<file path="config.mk">
export PLATFORM = sky130hd
export DESIGN_NAME = tcal_hit
export DESIGN_NICKNAME = d
export VERILOG_FILES = /design/src/hdl/tcal_pkg.sv /design/src/hdl/tcal_hit.sv
export SDC_FILE = /design/constraint.sdc
export NUM_CORES = 1
export LEC_CHECK = 0
export ABC_AREA = 1
export BUFFER_PORTS_ARGS = -buffer_cell sky130_fd_sc_hd__buf_2
export CORE_AREA = 2 2 123 125
export DETAILED_ROUTE_END_ITERATION = 12
export DIE_AREA = 0 0 125 127
export GPL_ROUTABILITY_DRIVEN = 0
export GPL_TIMING_DRIVEN = 0
export HOLD_SLACK_MARGIN = 0.06
export PLACE_DENSITY = 0.74
export SLEW_MARGIN = 20
export SYNTH_ARGS = -nofsm -noshare
export SYNTH_HDL_FRONTEND = slang
export SYNTH_SLANG_ARGS = --single-unit
export TNS_END_PERCENT = 1
</file>
<file path="constraint.sdc">
create_clock -name aclk -period 3 [get_ports aclk]
set_clock_uncertainty 0.1 [all_clocks]
set_input_delay 0.3 -clock aclk [delete_from_list [all_inputs] [get_ports aclk]]
set_output_delay 0.3 -clock aclk [all_outputs]
set_load 0.005 [all_outputs]
</file>
<file path="src/hdl/tcal_pkg.sv">
// ---------------------------------------------------------------------------
// Touch calibrate and hit test: shared package
// Types, register indexes, reset values and codes.
// ---------------------------------------------------------------------------
package tcal_pkg;

    // geometry defaults
    localparam int SCREEN_WIDTH_DEF  = 320;
    localparam int SCREEN_HEIGHT_DEF = 240;
    localparam int RAW_BITS_DEF      = 12;

    // fixed field widths
    localparam int PRESSURE_W = 13;
    localparam int TIME_W     = 32;
    localparam int CLIENT_W   = 4;
    localparam int COEF_W     = 32;
    localparam int DEBOUNCE_W = 16;
    localparam int CODE_W     = 2;

    // Q16 rounding
    localparam int FRAC_BITS  = 16;
    localparam int ROUND_HALF = 32768;

    // configuration port
    localparam int CFG_IDX_W  = 3;
    localparam int CFG_DATA_W = 32;

    localparam logic [CFG_IDX_W-1:0] CFG_GAIN_XX   = 3'd0;
    localparam logic [CFG_IDX_W-1:0] CFG_GAIN_XY   = 3'd1;
    localparam logic [CFG_IDX_W-1:0] CFG_OFFSET_X  = 3'd2;
    localparam logic [CFG_IDX_W-1:0] CFG_GAIN_YX   = 3'd3;
    localparam logic [CFG_IDX_W-1:0] CFG_GAIN_YY   = 3'd4;
    localparam logic [CFG_IDX_W-1:0] CFG_OFFSET_Y  = 3'd5;
    localparam logic [CFG_IDX_W-1:0] CFG_PRESS_THR = 3'd6;
    localparam logic [CFG_IDX_W-1:0] CFG_DEBOUNCE  = 3'd7;

    localparam logic signed [COEF_W-1:0] GAIN_XX_RST  = 32'sd7403;
    localparam logic signed [COEF_W-1:0] GAIN_XY_RST  = 32'sd1568;
    localparam logic signed [COEF_W-1:0] OFFSET_X_RST = -32'sd7129791;
    localparam logic signed [COEF_W-1:0] GAIN_YX_RST  = 32'sd1345;
    localparam logic signed [COEF_W-1:0] GAIN_YY_RST  = 32'sd5773;
    localparam logic signed [COEF_W-1:0] OFFSET_Y_RST = -32'sd6633925;
    localparam logic [PRESSURE_W-1:0]    PRESS_THR_RST = 13'd600;
    localparam logic [DEBOUNCE_W-1:0]    DEBOUNCE_RST  = 16'd250;

    // region codes
    localparam logic [CODE_W-1:0] REGION_NONE   = 2'd0;
    localparam logic [CODE_W-1:0] REGION_FIRST  = 2'd1;
    localparam logic [CODE_W-1:0] REGION_SECOND = 2'd2;
    localparam logic [CODE_W-1:0] REGION_SEND   = 2'd3;

    // selection codes
    localparam logic [CODE_W-1:0] SEL_NONE   = 2'd0;
    localparam logic [CODE_W-1:0] SEL_FIRST  = 2'd1;
    localparam logic [CODE_W-1:0] SEL_SECOND = 2'd2;

    // request codes
    localparam logic [CODE_W-1:0] REQ_NONE   = 2'd0;
    localparam logic [CODE_W-1:0] REQ_FIRST  = 2'd1;
    localparam logic [CODE_W-1:0] REQ_SECOND = 2'd2;

    typedef struct packed {
        logic signed [COEF_W-1:0] gain_xx;
        logic signed [COEF_W-1:0] gain_xy;
        logic signed [COEF_W-1:0] offset_x;
        logic signed [COEF_W-1:0] gain_yx;
        logic signed [COEF_W-1:0] gain_yy;
        logic signed [COEF_W-1:0] offset_y;
        logic [PRESSURE_W-1:0]    pressure_threshold;
        logic [DEBOUNCE_W-1:0]    debounce_ms;
    } tcal_cfg_t;

    // fields that ride along the transform pipeline untouched
    typedef struct packed {
        logic                  touch_present;
        logic [PRESSURE_W-1:0] pressure;
        logic [TIME_W-1:0]     time_ms;
        logic [CLIENT_W-1:0]   client_count;
    } tcal_side_t;

    typedef struct packed {
        logic load_prod;
        logic load_coord;
    } tcal_affine_ctrl_t;

    typedef struct packed {
        logic item_valid;
        logic advance;
    } tcal_hit_ctrl_t;

    typedef struct packed {
        logic [CODE_W-1:0] region_hit;
        logic [CODE_W-1:0] selection;
        logic [CODE_W-1:0] send_request;
        logic              no_clients;
    } tcal_flags_t;

endpackage

</file>
<file path="src/hdl/tcal_hit.sv">
// ---------------------------------------------------------------------------
// Touch calibrate: sample gate and hit test
// Debounce/pressure gate, box test, radio selection and send logic.
// ---------------------------------------------------------------------------
module tcal_hit #(
    parameter int SCREEN_WIDTH  = tcal_pkg::SCREEN_WIDTH_DEF,
    parameter int SCREEN_HEIGHT = tcal_pkg::SCREEN_HEIGHT_DEF,
    localparam int X_W = $clog2(SCREEN_WIDTH),
    localparam int Y_W = $clog2(SCREEN_HEIGHT)
) (
    input  logic                     aclk,
    input  logic                     aresetn,
    input  tcal_pkg::tcal_hit_ctrl_t ctrl,
    input  tcal_pkg::tcal_cfg_t      cfg,
    input  logic [X_W-1:0]           pix_x,
    input  logic [Y_W-1:0]           pix_y,
    input  tcal_pkg::tcal_side_t     side,
    output logic                     res_accepted,
    output logic [X_W-1:0]           res_x,
    output logic [Y_W-1:0]           res_y,
    output tcal_pkg::tcal_flags_t    res_flags
);

    localparam int C_W = 16;

    typedef struct packed {
        logic [C_W-1:0] x0;
        logic [C_W-1:0] y0;
        logic [C_W-1:0] x1;
        logic [C_W-1:0] y1;
    } box_t;

    // inclusive corners
    localparam box_t BOX_FIRST  = '{x0: 16'd30,  y0: 16'd70,  x1: 16'd140, y1: 16'd160};
    localparam box_t BOX_SECOND = '{x0: 16'd180, y0: 16'd70,  x1: 16'd290, y1: 16'd160};
    localparam box_t BOX_SEND   = '{x0: 16'd70,  y0: 16'd175, x1: 16'd250, y1: 16'd235};

    function automatic logic in_box(logic [C_W-1:0] px, logic [C_W-1:0] py, box_t b);
        return (px >= b.x0) && (px <= b.x1) && (py >= b.y0) && (py <= b.y1);
    endfunction

    logic [tcal_pkg::TIME_W-1:0] last_time_reg;
    logic [tcal_pkg::CODE_W-1:0] sel_reg, sel_next;
    logic [tcal_pkg::TIME_W-1:0] gap;
    logic                        accept, commit;
    logic [C_W-1:0]              xe, ye;
    tcal_pkg::tcal_flags_t       flags_next;

    assign commit = ctrl.item_valid && ctrl.advance;
    assign gap    = side.time_ms - last_time_reg;
    assign accept = side.touch_present
                 && (gap >= tcal_pkg::TIME_W'(cfg.debounce_ms))
                 && (side.pressure >= cfg.pressure_threshold);
    assign xe = C_W'(pix_x);
    assign ye = C_W'(pix_y);

    always_comb begin
        sel_next                = sel_reg;
        flags_next.region_hit   = tcal_pkg::REGION_NONE;
        flags_next.send_request = tcal_pkg::REQ_NONE;
        flags_next.no_clients   = 1'b0;
        if (accept) begin
            if (in_box(xe, ye, BOX_FIRST)) begin
                flags_next.region_hit = tcal_pkg::REGION_FIRST;
                sel_next = (sel_reg == tcal_pkg::SEL_FIRST) ? tcal_pkg::SEL_NONE
                                                            : tcal_pkg::SEL_FIRST;
            end else if (in_box(xe, ye, BOX_SECOND)) begin
                flags_next.region_hit = tcal_pkg::REGION_SECOND;
                sel_next = (sel_reg == tcal_pkg::SEL_SECOND) ? tcal_pkg::SEL_NONE
                                                             : tcal_pkg::SEL_SECOND;
            end else if (in_box(xe, ye, BOX_SEND)) begin
                flags_next.region_hit = tcal_pkg::REGION_SEND;
                if (sel_reg != tcal_pkg::SEL_NONE) begin
                    if (side.client_count == '0) begin
                        flags_next.no_clients = 1'b1;
                    end else begin
                        flags_next.send_request = (sel_reg == tcal_pkg::SEL_FIRST)
                                                ? tcal_pkg::REQ_FIRST
                                                : tcal_pkg::REQ_SECOND;
                        sel_next = tcal_pkg::SEL_NONE;
                    end
                end
            end
        end
        flags_next.selection = sel_next;
    end

    // state
    always_ff @(posedge aclk) begin
        if (!aresetn) begin
            last_time_reg <= '0;
            sel_reg       <= tcal_pkg::SEL_NONE;
        end else if (commit) begin
            sel_reg <= sel_next;
            if (accept) begin
                last_time_reg <= side.time_ms;
            end
        end
    end

    // result register
    always_ff @(posedge aclk) begin
        if (commit) begin
            res_accepted <= accept;
            res_x        <= accept ? pix_x : '0;
            res_y        <= accept ? pix_y : '0;
            res_flags    <= flags_next;
        end
    end

endmodule

</file>
==> metrics.md <==
| Metric | Value |
|---|---|
| P_int | `0.00187 W` |
| Die Wd | `125 µm` |
| R2R setup slack | `-0.42 ns` |
| Vias per inst | `4.66` |
| Cell Area, Synth | `6000 µm²` |
| Critical Path End Type | `flip-flop` |
| Psw | `0.00105 W` |
| Fin Setup TNS | `-18.07 ns` |
| Leakage power | `4.50 nW` |
| Final period util | `1.14` |
| Worst path cell trace | `inv_1, ha_4, nand2_4, nor2_2, nand2_1, nand2_2, nand2_1, nand2_1, xor2_1, ha_1, inv_1, nor3_1, a211oi_2, nand3_2, nor2_1, nand2_1, nor2_2, nand2_4, nand3_4, buf_12, clkbuf_16, nand2_1, nand2_1, nor2_1` |
| Clock-pin slew on the worst setup and hold paths | `0.06 ns` |
| Initial Utilization | `0.416` |
| Reg2reg start | `last_time_reg[5]` |
| Footprint of the multi-input gates | `3980 µm²` |
| GR Util All Layers | `0.192` |
| Std-Cell Rows | `44` |
| Post-synth EDFFs | `25` |
| Max Transition Viols Final | `0` |
| Critical path class | `reg2reg` |
| Final Hold Fails | `0` |
| Largest net degree at the start of global routing | `29` |
| Most Frequent Cell on Critical Path | `nand2_1` |
| Die Y | `127 µm` |
| Worst min-delay path category | `in2reg` |
| FMAX | `293 MHz` |
| Buf/Inv on CP | `4` |
| Flops & latches, synth | `59` |
| Warnings, synthesis | `0` |
| Layout cells sized above 1 | `0.222` |
| Vias in the first global route | `5625` |
| Post-Place Worst Slack | `-0.687 ns` |
| Failing checks | `setup timing` |
| Fillers | `1453` |
| Required @ worst endpoint | `3.13 ns` |
| Clock Sinks | `59` |
| DRC | `0` |
| Gr ovfl total | `0` |
| Ports | `317` |
| Startpoint types | `flip-flop` |
| Core ar. | `14400 µm²` |
| Dominant cells by area after synthesis | `nand2_1 (23%), inv_1 (15%), edfxtp_1 (13%)` |
| Commonest cells in the netlist | `nand2_1 (366), inv_1 (236), nor2_1 (143), ha_1 (60)` |
| FFs w/ async S/R, synth | `0` |
| Rel. slew slack | `0.593` |
| H-tree depth | `3` |
| Status | `finished, violations left` |
| CTS root buffer | `clkbuf_16` |
| Post-Synthesis Cells | `1026` |
| Register share of total power | `0.305` |
| Top Family by Delay on Critical Path | `simple AND/OR/NAND/NOR gates` |
| Worst-Margin Slew | `0.610 ns` |
| Crit path from | `last_time_reg[5]` |
| RSZ-0062 raised after global routing | `true` |
| Net switching fraction of the power | `0.360` |
| Syn_nets | `1379` |
| Worst setup margin | `-0.417 ns` |
| Max-cap violations | `0` |
| Final #Nets | `1534` |
| # setup viols final | `59` |
| DRT Wirelength | `16300 µm` |
| DPL Wire Length | `12600 µm` |
| Initial antenna violation count | `2` |
| DIE AREA | `15900 µm²` |
| Routed len/inst | `11.9 µm` |
| Mean Syn Cell Area | `5.85 µm²` |
| Clock buffer depth | `2` |
| Via count | `6389` |
| Top-count cell post-synth | `nand2_1` |
| Slowest cell on crit path | `ha_4` |
| Register area | `1440 µm²` |
| Maximum vdd drop | `0.254 mV` |
| Sequential fraction of the synthesis area | `0.239` |
| Worst path arrival time | `3.54 ns` |
| Crit path time final | `3.42 ns` |
| Combinational share of power | `0.353` |
| TritonCTS clock tree | `built` |
| Latest clock arrival within the worst-skew pair | `0.34 ns` |
| Buffers added on ports | `123` |
| Clock Power Share | `0.342` |
| First-pass DRT Iterations | `4` |
| Area growth syn-to-layout | `29.0%` |
| Post-synthesis cell type count | `38` |
| Post-synth top area share | `0.229` |
| Top cell type by total area after synthesis | `nand2_1` |
| Max reg flops | `32` |
| Post-synth top flop | `dfxtp_1` |
| Post-route ant nets | `0` |
| Pwr Density | `377 nW/µm²` |
| Worst-path fanout max | `8` |
| Number of CTS-inserted buffers | `9` |
| Hold Path Origin | `side[4]` |
| Initial DRC count | `260` |
| Diode count | `0` |
| Max stage delay on crit path | `0.35 ns` |
| First-pass GRT wire length | `25000 µm` |
area by class of cell:
type / instances / share of cell area
clock buffer: 9 / 0.0291
multi-input combinational: 716 / 0.515
clock inverter: 7 / 0.00679
buffer: 13 / 0.0158
inverter: 238 / 0.115
timing repair buffer: 144 / 0.103
tap: 184 / 0.0297
sequential: 59 / 0.186
worst register-to-register path: cells and delay by family, from the launching register on:
family / cells / cell delay, ns
AO/OA/AOI/OAI: 1 / 0.22
adder cells (fa/ha/maj): 2 / 0.62
XOR/XNOR: 1 / 0.17
AND/OR/NAND/NOR: 16 / 1.45
buffers and inverters: 4 / 0.46
flip-flops: 1 / 0.30
routing by layer:
metal	share of wire	GRT usage
met5	0.0017	0
met4	0.015	0.0529
met3	0.069	0.0557
met2	0.47	0.326
met1	0.45	0.239
worst paths after layout:
kind,cells past startpoint,endpoint
hold reg to reg,4,last_time_reg[0]
setup reg to reg,24,last_time_reg[15]
hold / removal,3,last_time_reg[0]
setup / recovery,24,last_time_reg[15]
cells in the final DEF, fill, tap and decap left out, types with 10 or more instances in the layout:
cell / count
ha_1: 45
o21ai_0: 11
nor2_1: 140
nand2_2: 21
clkbuf_16: 10
buf_4: 20
buf_2: 124
inv_2: 13
ha_4: 14
dfxtp_1: 29
inv_1: 224
a21oi_1: 29
edfxtp_1: 25
nand3_1: 25
nand4_1: 14
nand2_1: 344
logic make-up after synthesis:
logic type	Yosys count	synth area share
buffers and inverters	251	0.165
xor gates and xnor gates	15	0.0219
DFF	59	0.239
AOI/OAI and AO/OA	55	0.0498
and+or+nand+nor	585	0.396
adders and majority gates	61	0.128
per-stage QoR:
| step | cells | hold WS (ns) | cell area (µm²) | power [W] | utilization |
|---|---|---|---|---|---|
| finish | 1370 | 0.0960 | 7740 | 0.00292 | 0.537 |
| global placement | 1333 | 0.400 | 6860 | 0.00176 | 0.476 |
| CTS | 1358 | 0.0870 | 7350 | 0.00283 | 0.509 |
| floorplan | 1026 | 0.335 | 6010 | 0.00152 | - |
| global route | 1370 | 0.109 | 7740 | 0.00311 | 0.537 |
| detailed placement | 1333 | 0.405 | 6860 | 0.00177 | 0.476 |
power by group through the flow:
stage / Combinational (W) / Sequential (W) / Clock (W)
finish: 0.00103 / 0.000889 / 0.000998
global route: 0.00116 / 0.000893 / 0.00105
CTS: 0.000914 / 0.000889 / 0.00103
detailed placement: 0.000870 / 0.000905 / 0
global placement: 0.000854 / 0.000905 / 0
floorplan: 0.000613 / 0.000907 / 0
repair_timing:
item / CTS / global route
endpoints found under the setup margin: 59 / 59
cloned: 0 / 1
hold buffers: 0 / 0
buffers inserted: 9 / 11
pin swaps: 8 / 28
gates resized for setup: 25 / 69
No activity file was read; power rests on OpenSTA's default activity.
